[src/rtl/ssme_pkg.sv]
package ssme_pkg;

  // Input mode codes.
  localparam logic [1:0] MODE_LOAD_A = 2'd0;
  localparam logic [1:0] MODE_LOAD_B = 2'd1;
  localparam logic [1:0] MODE_START  = 2'd2;

  // Operation codes carried by a start request.
  localparam logic [1:0] OP_UNION     = 2'd0;
  localparam logic [1:0] OP_INTERSECT = 2'd1;
  localparam logic [1:0] OP_DIFF      = 2'd2;

  // One input request.
  typedef struct packed {
    logic [1:0]          mode;
    logic signed [31:0]  value;
    logic [1:0]          operation;
  } in_t;

  // One result word.
  typedef struct packed {
    logic signed [31:0]  result_value;
    logic                last;
    logic                empty_res;
  } out_t;

  // Commands from the controller to the datapath.
  typedef struct packed {
    logic load_a;
    logic load_b;
    logic start;
    logic step;
    logic finish;
  } ctrl_cmd_t;

  // Status from the datapath to the controller.
  typedef struct packed {
    logic done;
    logic need_slot;
    logic slot_free;
  } dp_stat_t;

endpackage

[src/rtl/ssme_dp.sv]
module ssme_dp #(
  parameter int LIST_LEN = 8
) (
  input  logic               clk,
  input  logic               rst_n,
  input  ssme_pkg::ctrl_cmd_t cmd,
  input  ssme_pkg::in_t      in_data,
  input  logic               out_ready,
  output ssme_pkg::dp_stat_t stat,
  output logic               out_valid,
  output ssme_pkg::out_t     out_data
);

  localparam int AW = (LIST_LEN > 1) ? $clog2(LIST_LEN) : 1;
  localparam int PW = $clog2(LIST_LEN + 1);
  localparam logic [PW-1:0] LEN_P    = PW'(LIST_LEN);
  localparam logic [AW-1:0] LAST_IDX = AW'(LIST_LEN - 1);

  // List storage, one write port and one registered read port each.
  logic signed [31:0] mem_a [LIST_LEN];
  logic signed [31:0] mem_b [LIST_LEN];
  logic signed [31:0] rd_a_r;
  logic signed [31:0] rd_b_r;

  logic [AW-1:0] lidx_a_r, lidx_a_nxt;
  logic [AW-1:0] lidx_b_r, lidx_b_nxt;
  logic [PW-1:0] ptr_a_r, ptr_a_nxt;
  logic [PW-1:0] ptr_b_r, ptr_b_nxt;
  logic [1:0]    op_r;

  logic signed [31:0] hold_r;
  logic               hold_valid_r;
  ssme_pkg::out_t     out_r;
  logic               out_valid_r;

  logic               a_has, b_has;
  logic               emit, adv_a, adv_b, done;
  logic signed [31:0] emit_val;
  logic               push;

  // Load slots wrap at the end of the list.
  assign lidx_a_nxt = (lidx_a_r == LAST_IDX) ? '0 : lidx_a_r + AW'(1);
  assign lidx_b_nxt = (lidx_b_r == LAST_IDX) ? '0 : lidx_b_r + AW'(1);

  always_ff @(posedge clk) begin
    if (!rst_n) begin
      lidx_a_r <= '0;
      lidx_b_r <= '0;
    end else if (cmd.start) begin
      lidx_a_r <= '0;
      lidx_b_r <= '0;
    end else begin
      if (cmd.load_a) lidx_a_r <= lidx_a_nxt;
      if (cmd.load_b) lidx_b_r <= lidx_b_nxt;
    end
  end

  // Memories: write on load, read at the pointer's next position.
  always_ff @(posedge clk) begin
    if (cmd.load_a) mem_a[lidx_a_r] <= in_data.value;
    if (cmd.load_b) mem_b[lidx_b_r] <= in_data.value;
    rd_a_r <= mem_a[ptr_a_nxt[AW-1:0]];
    rd_b_r <= mem_b[ptr_b_nxt[AW-1:0]];
  end

  // One merge step: compare the current heads and pick what to emit.
  assign a_has = (ptr_a_r != LEN_P);
  assign b_has = (ptr_b_r != LEN_P);

  always_comb begin
    emit     = 1'b0;
    emit_val = rd_a_r;
    adv_a    = 1'b0;
    adv_b    = 1'b0;
    done     = 1'b0;
    if (a_has && b_has) begin
      if (rd_a_r < rd_b_r) begin
        emit  = (op_r != ssme_pkg::OP_INTERSECT);
        adv_a = 1'b1;
      end else if (rd_a_r > rd_b_r) begin
        emit     = (op_r == ssme_pkg::OP_UNION);
        emit_val = rd_b_r;
        adv_b    = 1'b1;
      end else begin
        emit  = (op_r != ssme_pkg::OP_DIFF);
        adv_a = 1'b1;
        adv_b = 1'b1;
      end
    end else if (a_has && (op_r != ssme_pkg::OP_INTERSECT)) begin
      emit  = 1'b1;
      adv_a = 1'b1;
    end else if (b_has && (op_r == ssme_pkg::OP_UNION)) begin
      emit     = 1'b1;
      emit_val = rd_b_r;
      adv_b    = 1'b1;
    end else begin
      done = 1'b1;
    end
  end

  // Pointer update.
  always_comb begin
    ptr_a_nxt = ptr_a_r;
    ptr_b_nxt = ptr_b_r;
    if (cmd.start) begin
      ptr_a_nxt = '0;
      ptr_b_nxt = '0;
    end else if (cmd.step) begin
      if (adv_a) ptr_a_nxt = ptr_a_r + PW'(1);
      if (adv_b) ptr_b_nxt = ptr_b_r + PW'(1);
    end
  end

  always_ff @(posedge clk) begin
    if (!rst_n) begin
      ptr_a_r <= '0;
      ptr_b_r <= '0;
    end else begin
      ptr_a_r <= ptr_a_nxt;
      ptr_b_r <= ptr_b_nxt;
    end
    if (cmd.start) op_r <= in_data.operation;
  end

  // The newest emitted word waits in the hold register until it is known
  // whether another follows, so that the final one can be marked.
  always_ff @(posedge clk) begin
    if (!rst_n) begin
      hold_valid_r <= 1'b0;
    end else if (cmd.start || cmd.finish) begin
      hold_valid_r <= 1'b0;
    end else if (cmd.step && emit) begin
      hold_valid_r <= 1'b1;
    end
    if (cmd.step && emit) hold_r <= emit_val;
  end

  // Output register.
  assign push = (cmd.step && emit && hold_valid_r) || cmd.finish;

  always_ff @(posedge clk) begin
    if (!rst_n) begin
      out_valid_r <= 1'b0;
    end else if (push) begin
      out_valid_r <= 1'b1;
    end else if (out_ready) begin
      out_valid_r <= 1'b0;
    end
    if (cmd.finish) begin
      if (hold_valid_r) begin
        out_r.result_value <= hold_r;
        out_r.empty_res    <= 1'b0;
      end else begin
        out_r.result_value <= '0;
        out_r.empty_res    <= 1'b1;
      end
      out_r.last <= 1'b1;
    end else if (push) begin
      out_r.result_value <= hold_r;
      out_r.last         <= 1'b0;
      out_r.empty_res    <= 1'b0;
    end
  end

  assign stat.done      = done;
  assign stat.need_slot = emit && hold_valid_r;
  assign stat.slot_free = !out_valid_r || out_ready;
  assign out_valid      = out_valid_r;
  assign out_data       = out_r;

endmodule

[src/rtl/ssme_ctrl.sv]
module ssme_ctrl (
  input  logic                clk,
  input  logic                rst_n,
  input  logic                in_valid,
  input  ssme_pkg::in_t       in_data,
  input  ssme_pkg::dp_stat_t  stat,
  output logic                in_ready,
  output ssme_pkg::ctrl_cmd_t cmd
);

  typedef enum logic [1:0] {
    ST_IDLE,
    ST_MERGE,
    ST_FINISH
  } state_t;

  state_t state_r, state_nxt;
  logic   acc;
  logic   op_ok;

  assign in_ready = (state_r == ST_IDLE);
  assign acc      = in_valid && in_ready;

  always_comb begin
    case (in_data.operation) inside
      ssme_pkg::OP_UNION, ssme_pkg::OP_INTERSECT, ssme_pkg::OP_DIFF: op_ok = 1'b1;
      default: op_ok = 1'b0;
    endcase
  end

  // Command decode and next state.
  always_comb begin
    state_nxt = state_r;
    cmd       = '0;
    case (state_r)
      ST_IDLE: begin
        cmd.load_a = acc && (in_data.mode == ssme_pkg::MODE_LOAD_A);
        cmd.load_b = acc && (in_data.mode == ssme_pkg::MODE_LOAD_B);
        cmd.start  = acc && (in_data.mode == ssme_pkg::MODE_START) && op_ok;
        if (cmd.start) state_nxt = ST_MERGE;
      end
      ST_MERGE: begin
        // A step that pushes a word out waits for a free output slot.
        if (stat.done) begin
          state_nxt = ST_FINISH;
        end else begin
          cmd.step = !stat.need_slot || stat.slot_free;
        end
      end
      ST_FINISH: begin
        cmd.finish = stat.slot_free;
        if (stat.slot_free) state_nxt = ST_IDLE;
      end
      default: begin
        state_nxt = ST_IDLE;
      end
    endcase
  end

  always_ff @(posedge clk) begin
    if (!rst_n) begin
      state_r <= ST_IDLE;
    end else begin
      state_r <= state_nxt;
    end
  end

endmodule

[src/rtl/sorted_set_merge_engine.sv]
// Loads: one request per cycle, accepted back to back while idle.
// Start: one merge step per cycle (one read of each list memory port),
// except while an output stall holds a step back.
// A step that must move the held word on while the output register is full
// waits for it to drain.
// Reset (rst_n low, synchronous) clears the controller, pointers and load
// slots and empties the output; list contents are undefined until loaded.
module sorted_set_merge_engine #(
  parameter int LIST_LEN = 8
) (
  input  logic           clk,
  input  logic           rst_n,
  input  logic           in_valid,
  output logic           in_ready,
  input  ssme_pkg::in_t  in_data,
  output logic           out_valid,
  input  logic           out_ready,
  output ssme_pkg::out_t out_data
);

  ssme_pkg::ctrl_cmd_t cmd;
  ssme_pkg::dp_stat_t  stat;

  // Sequencer.
  ssme_ctrl u_ctrl (
    .clk      (clk),
    .rst_n    (rst_n),
    .in_valid (in_valid),
    .in_data  (in_data),
    .stat     (stat),
    .in_ready (in_ready),
    .cmd      (cmd)
  );

  // Lists, pointers, comparator and output register.
  ssme_dp #(
    .LIST_LEN (LIST_LEN)
  ) u_dp (
    .clk       (clk),
    .rst_n     (rst_n),
    .cmd       (cmd),
    .in_data   (in_data),
    .out_ready (out_ready),
    .stat      (stat),
    .out_valid (out_valid),
    .out_data  (out_data)
  );

endmodule

[config.mk]
export PLATFORM = sky130hd
export DESIGN_NAME = sorted_set_merge_engine
export DESIGN_NICKNAME = d
export VERILOG_FILES = /design/src/rtl/ssme_pkg.sv /design/src/rtl/ssme_dp.sv /design/src/rtl/ssme_ctrl.sv /design/src/rtl/sorted_set_merge_engine.sv
export SDC_FILE = /design/constraint.sdc
export NUM_CORES = 1
export LEC_CHECK = 0
export ABC_AREA = 1
export BUFFER_PORTS_ARGS = -buffer_cell sky130_fd_sc_hd__buf_2
export CORE_ASPECT_RATIO = 2
export CORE_MARGIN = 2
export CORE_UTILIZATION = 25
export DETAILED_ROUTE_END_ITERATION = 6
export PLACE_DENSITY = 0.43
export SYNTH_ARGS = -nofsm -noshare
export SYNTH_HDL_FRONTEND = slang
export SYNTH_HIERARCHICAL = 1
export SYNTH_SLANG_ARGS = --single-unit
[constraint.sdc]
create_clock -name clk -period 4.5 [get_ports clk]
set_input_delay 0 -clock clk [delete_from_list [all_inputs] [get_ports clk]]
set_output_delay 0 -clock clk [all_outputs]
set_load 0.01 [all_outputs]
After elaboration in Yosys (flattened, before gate mapping)
Memory sizes are Yosys's and may differ from the RTL's. A register that Yosys moved wholly into a read port is not among the register bits.
Index checks and enable logic that the tools add are counted.
- register bits after elaboration: 86
- memories kept: 2
- bits of input ports: 40
- memory bits (writable): 512
- reductions and logical operators: 29
- $add $sub $neg: 4
- eq/ne operators: 15
- order comparisons: 2
- bitwise gates (word level): 1
- multiplexer cells: 47
- memory list (name ; depth ; bits a word ; read ports ; clocked after Yosys merged registers in ; write ports ; line ; RTL):
    u_dp.mem_a ; 8 ; 32 ; 1 ; 1 ; 1 ; ssme_dp.sv:20 ; logic signed [31:0] mem_a [LIST_LEN];
    u_dp.mem_b ; 8 ; 32 ; 1 ; 1 ; 1 ; ssme_dp.sv:21 ; logic signed [31:0] mem_b [LIST_LEN];
- operator list (cell ; count):
    32-bit two-way mux ; 6
    34-bit two-way mux ; 2
    32-bit greater-than comparator ; 1
    32-bit less-than comparator ; 1
    3-bit two-way mux ; 9
    1-bit two-way mux ; 26
    1-bit logical AND ; 11
    4-bit by 1-bit adder with 4-bit output (second input constant) ; 2
    2-bit zero test ; 4
    4-bit != test (second input constant) ; 2
    3-bit by 1-bit adder with 3-bit output (second input constant) ; 2
    2-bit by 1-bit == test with 1-bit output (second input constant) ; 3
    2-bit == test (second input constant) ; 3
    3-bit == test (second input constant) ; 2
    2-bit two-way mux ; 3
    2-bit by 1-bit != test with 1-bit output (second input constant) ; 3
    2-bit case mux with 3 select lines ; 1
    1-bit logical OR ; 4
    2-bit != test (second input constant) ; 2
    2-bit AND reduction ; 2
    2-bit nonzero test ; 2
    2-bit OR reduction ; 2
    3-bit AND reduction ; 1
    3-bit OR reduction ; 1
    other kinds (2) ; 3

Logic depth before layout (Yosys ltp)
- depth in word-level cells: 15
- mapped depth: 35
- depth with buffers taken out: 32

Hierarchy
The synthesis kept the hierarchy.
- modules (own cells, without submodules) (module ; area an instance (um^2) ; cells an instance ; seq. area each (um^2) ; instances):
    ssme_dp ; 29459.5 ; 2919 ; 19008.2 ; 1
    ssme_ctrl ; 163.9 ; 29 ; 40.0 ; 1

Worst setup path after synthesis
No wires, ideal clock.
- path type: reg2reg
- start: register u_dp.rd_b_r[31] (read register of u_dp.mem_b)
- end: register u_dp.out_r (netlist bit u_dp/out_data[0]), enable pin
- library setup time: 349 ps
- stages on the path, launching flop included: 22
- data required time: 4151 ps
- period minus slack after synthesis: 4473 ps
- setup slack: 27 ps
- arrival: 4124 ps
- cell sequence: dfxtp_1 -> inv_1 -> ha_1 -> nand2_1 -> nor2_2 -> nand2_1 -> nor4_4 -> nand2_1 -> nand2_1 -> nand2_1 -> nand2_2 -> inv_1 -> nand2_1 -> nand3_1 -> o21ai_1 -> nor2_1 -> a21oi_1 -> inv_1 -> nor2_1 -> nand2_1 -> nand2_1 -> buf_4
- RTL lines (what ; line ; RTL):
    from (decl) ; ssme_dp.sv:23 ; logic signed [31:0] rd_b_r;
    to (decl) ; ssme_dp.sv:33 ; ssme_pkg::out_t out_r;

==> results.json <==
{
  "outcome": "finished clean",
  "syn_nets": 3028,
  "path_clk_slew_ns": 0.07,
  "crit_top_cell": "nand2_1",
  "finalWorstSetupSlack_ns": 0.404,
  "finalHoldViolCount": 0,
  "cp_slowest_stage_delay_ns": 0.46,
  "cts.path.max_buffers": 3,
  "cts_sinks": 662,
  "worst_pin_slew_ns": 0.896,
  "ff2ff_path_depth": 30,
  "fmax_mhz": 244,
  "fillCellCount": 12222,
  "firstDrtPassIters": 5,
  "path_class": "reg2reg",
  "drc": 0,
  "place_ws_ns": 0.275,
  "ctsHtreeMaxLevel": 2,
  "layout-drive-gt1-share": 0.102,
  "ys_types": 38,
  "vias": 20327,
  "antenna_found_initial": 5,
  "cts_made_buffers": 60,
  "clock_latency_ns": 0.69,
  "crit_path_max_fanout": 29,
  "core_area_mm2": 0.118,
  "syn_area_mm2": 0.0296,
  "fin_nets": 3117,
  "ys_seq_area_frac": 0.643,
  "syn_inst": 2948,
  "ant_nets": 0,
  "grt_remaining_overflow": 0,
  "start_kind": "flip-flop",
  "routed_wl_mm": 87.4,
  "pin_count": 76,
  "setup_tns_ns": 0,
  "cts_tree": "yes",
  "p_sw_frac": 0.286,
  "grt_pass1_vias": 20390,
  "drt_iter0_drc": 1129,
  "p_comb_frac": 0.175,
  "syn_to_final_growth_pct": 18.0,
  "gp_congestion": 0.777,
  "grt_max_degree": 109,
  "ir_drop_mv": 0.275,
  "slew_headroom": 0.401,
  "port_buffers": 75,
  "p_per_area_mw_per_mm2": 441,
  "finalCritPeriodShare": 0.910,
  "slew_violations": 0,
  "clkPwrFrac": 0.363,
  "grt.total_usage": 0.143,
  "min_path_cells": 7,
  "crit_buf_inv": 7,
  "r2r_start": "u_dp/rd_b_r[10]",
  "dp_cells": 4461,
  "critPathSlowestCell": "dfxtp_1",
  "internal_power_mw": 11.0,
  "p_leak_nw": 14.9,
  "startpoint": "u_dp/rd_b_r[10]",
  "num_rows": 178,
  "die_y_um": 491,
  "yosysWarnings": 6,
  "min_period_ns": 4.10,
  "yosys_register_bits": 662,
  "hold_start": "in_valid",
  "worstPathArrival_ns": 4.62,
  "die_w_um": 247,
  "dieArea_mm2": 0.121,
  "cap_violations": 0,
  "setup_viol": 0,
  "fin_skew_ns": 0.0389,
  "p_switching_mw": 4.40,
  "hp-class": "in2reg",
  "via_per_inst": 4.40,
  "syn_area_per_cell_um2": 10.0,
  "hpwl_mm": 53.6,
  "cp-end-kind": "flip-flop",
  "root_buffer": "clkbuf_16",
  "rsz0062_at_grt": "no",
  "wl_per_cell_um": 18.9,
  "initial_core_util": 0.252,
  "cp.depth": 30,
  "required_ns": 5.02,
  "fin_cells": 4619,
  "p_seq_frac": 0.463,
  "grt_pass1_wl_mm": 129,
  "critPathTopFamily": "simple AND/OR/NAND/NOR gates"
}
-- metrics by stage --
step	util	power, mW	area [um^2]	hold WS (ns)
floorplan	-	8.89	29600	0.0976
global placement	0.275	9.94	32300	0.262
detailed placement	0.275	9.95	32300	0.255
CTS	0.296	15.6	34800	0.00598
global route	0.297	16.2	34900	0.0834
finish	0.297	15.4	34900	0.00443
-- worst reg2reg max path: cells and delay by family, from the launching register on --
family                     cells  cell delay, ns
AOI/OAI and AO/OA              4            0.53
DFF                            1            0.46
buffers and inverters          7            0.86
and+or+nand+nor               18            1.80
adders and majority gates      1            0.28
-- sequential cells by signal, summed over array words and instances, names as in the netlist --
name and count:
u_ctrl/state_r 2, u_dp/rd_b_r 32, u_dp/mem_b 256, u_dp/out_valid 1, u_dp/ptr_b_r 4, u_dp/ptr_a_r 4
u_dp/op_r 2, u_dp/out_data 34, u_dp/hold_valid_r 1, u_dp/lidx_b_r 3, u_dp/rd_a_r 32, u_dp/mem_a 256
u_dp/hold_r 32, u_dp/lidx_a_r 3
-- layer usage --
| layer | vias up | track usage | part of all wire |
|---|---|---|---|
| met5 | - | 0 | 0.00034 |
| met4 | 4 | 0.0586 | 0.038 |
| met3 | 161 | 0.0179 | 0.034 |
| met2 | 351 | 0.274 | 0.55 |
| met1 | 9867 | 0.155 | 0.38 |
| li1 | 9944 | - | - |
-- final cells by class --
cell class,count,area [um^2],share of cell area
Timing Repair Buffer,200,1900,0.0543
Clock inverter,41,547,0.0156
Multi-Input combinational cell,1485,7590,0.217
Inverter,628,2360,0.0677
Clock buffer,72,1580,0.0451
Tap cell,1530,1910,0.0548
Sequential cell,662,19000,0.545
Antenna cell,1,2.50,0.0000716
-- cells in the mapped netlist (all sizes together) --
cell	count	area (um^2)
a211oi	1	7.51
a21o	1	7.51
a21oi	54	274
buf	103	593
clkbuf	70	269
dfxtp	83	1660
edfxtp	579	17400
ha	40	500
inv	628	2360
mux2i	1	10.0
nand2	686	2580
nand3	207	1090
nand3b	1	7.51
nand4	259	1620
nor2	81	322
nor3	7	35.0
nor3b	2	15.0
nor4	2	27.5
o21a	2	15.0
o21ai	104	521
o221ai	32	280
o31ai	1	7.51
or2	2	12.5
xor2	2	17.5
-- power by group through the flow --
stage	Combinational, mW	Clock (mW)	Sequential (mW)
floorplan	1.72	0	7.17
global placement	2.67	0	7.27
detailed placement	2.67	0	7.27
CTS	2.71	5.78	7.14
global route	3.06	5.97	7.15
finish	2.70	5.60	7.13
-- cell families after synthesis --
| group | synth area share |
|---|---|
| muxes | 0.000338 |
| AOI/OAI and AO/OA | 0.0375 |
| and+or+nand+nor | 0.193 |
| buffers and inverters | 0.109 |
| DFF | 0.643 |
| adders and majority gates | 0.0169 |
| xor gates and xnor gates | 0.000591 |
-- cell usage in the layout, fill, tap and decap left out, types with 4 or more instances in the layout --
master / count
clkinv_2: 9
clkinv_8: 4
nand2_1: 678
clkinvlp_4: 6
nor2_4: 21
nand3_2: 10
nand3_4: 5
nand2_2: 6
buf_2: 75
nor3_1: 7
nand4_1: 259
clkbuf_16: 62
o221ai_1: 32
inv_1: 622
o21ai_1: 54
clkinv_1: 7
inv_2: 5
edfxtp_1: 579
clkbuf_1: 9
o21ai_0: 49
buf_12: 34
dfxtp_1: 83
nor2_1: 57
a21oi_1: 53
buf_4: 47
dlygate4sd3_1: 41
bufinv_16: 11
nand3_1: 192
ha_1: 40
-- path summary, 6_finish.rpt --
kind	endpoint	slack (ns)
worst min-delay path	u_dp/lidx_a_r[1]	0.004
worst max register to register	u_dp/rd_b_r[24]	0.40
worst min register to register	u_dp/out_data[1]	0.45
worst max-delay path	u_dp/rd_b_r[24]	0.40
-- what timing repair did --
action / 4_1_cts / 5_1_grt
resized for setup: 0 / 4
setup endpoints to repair: 0 / 41
setup buffers: 0 / 1
hold endpoints to repair: 529 / 0
hold buffers: 41 / 0
No activity file was read; power rests on OpenSTA's default activity.
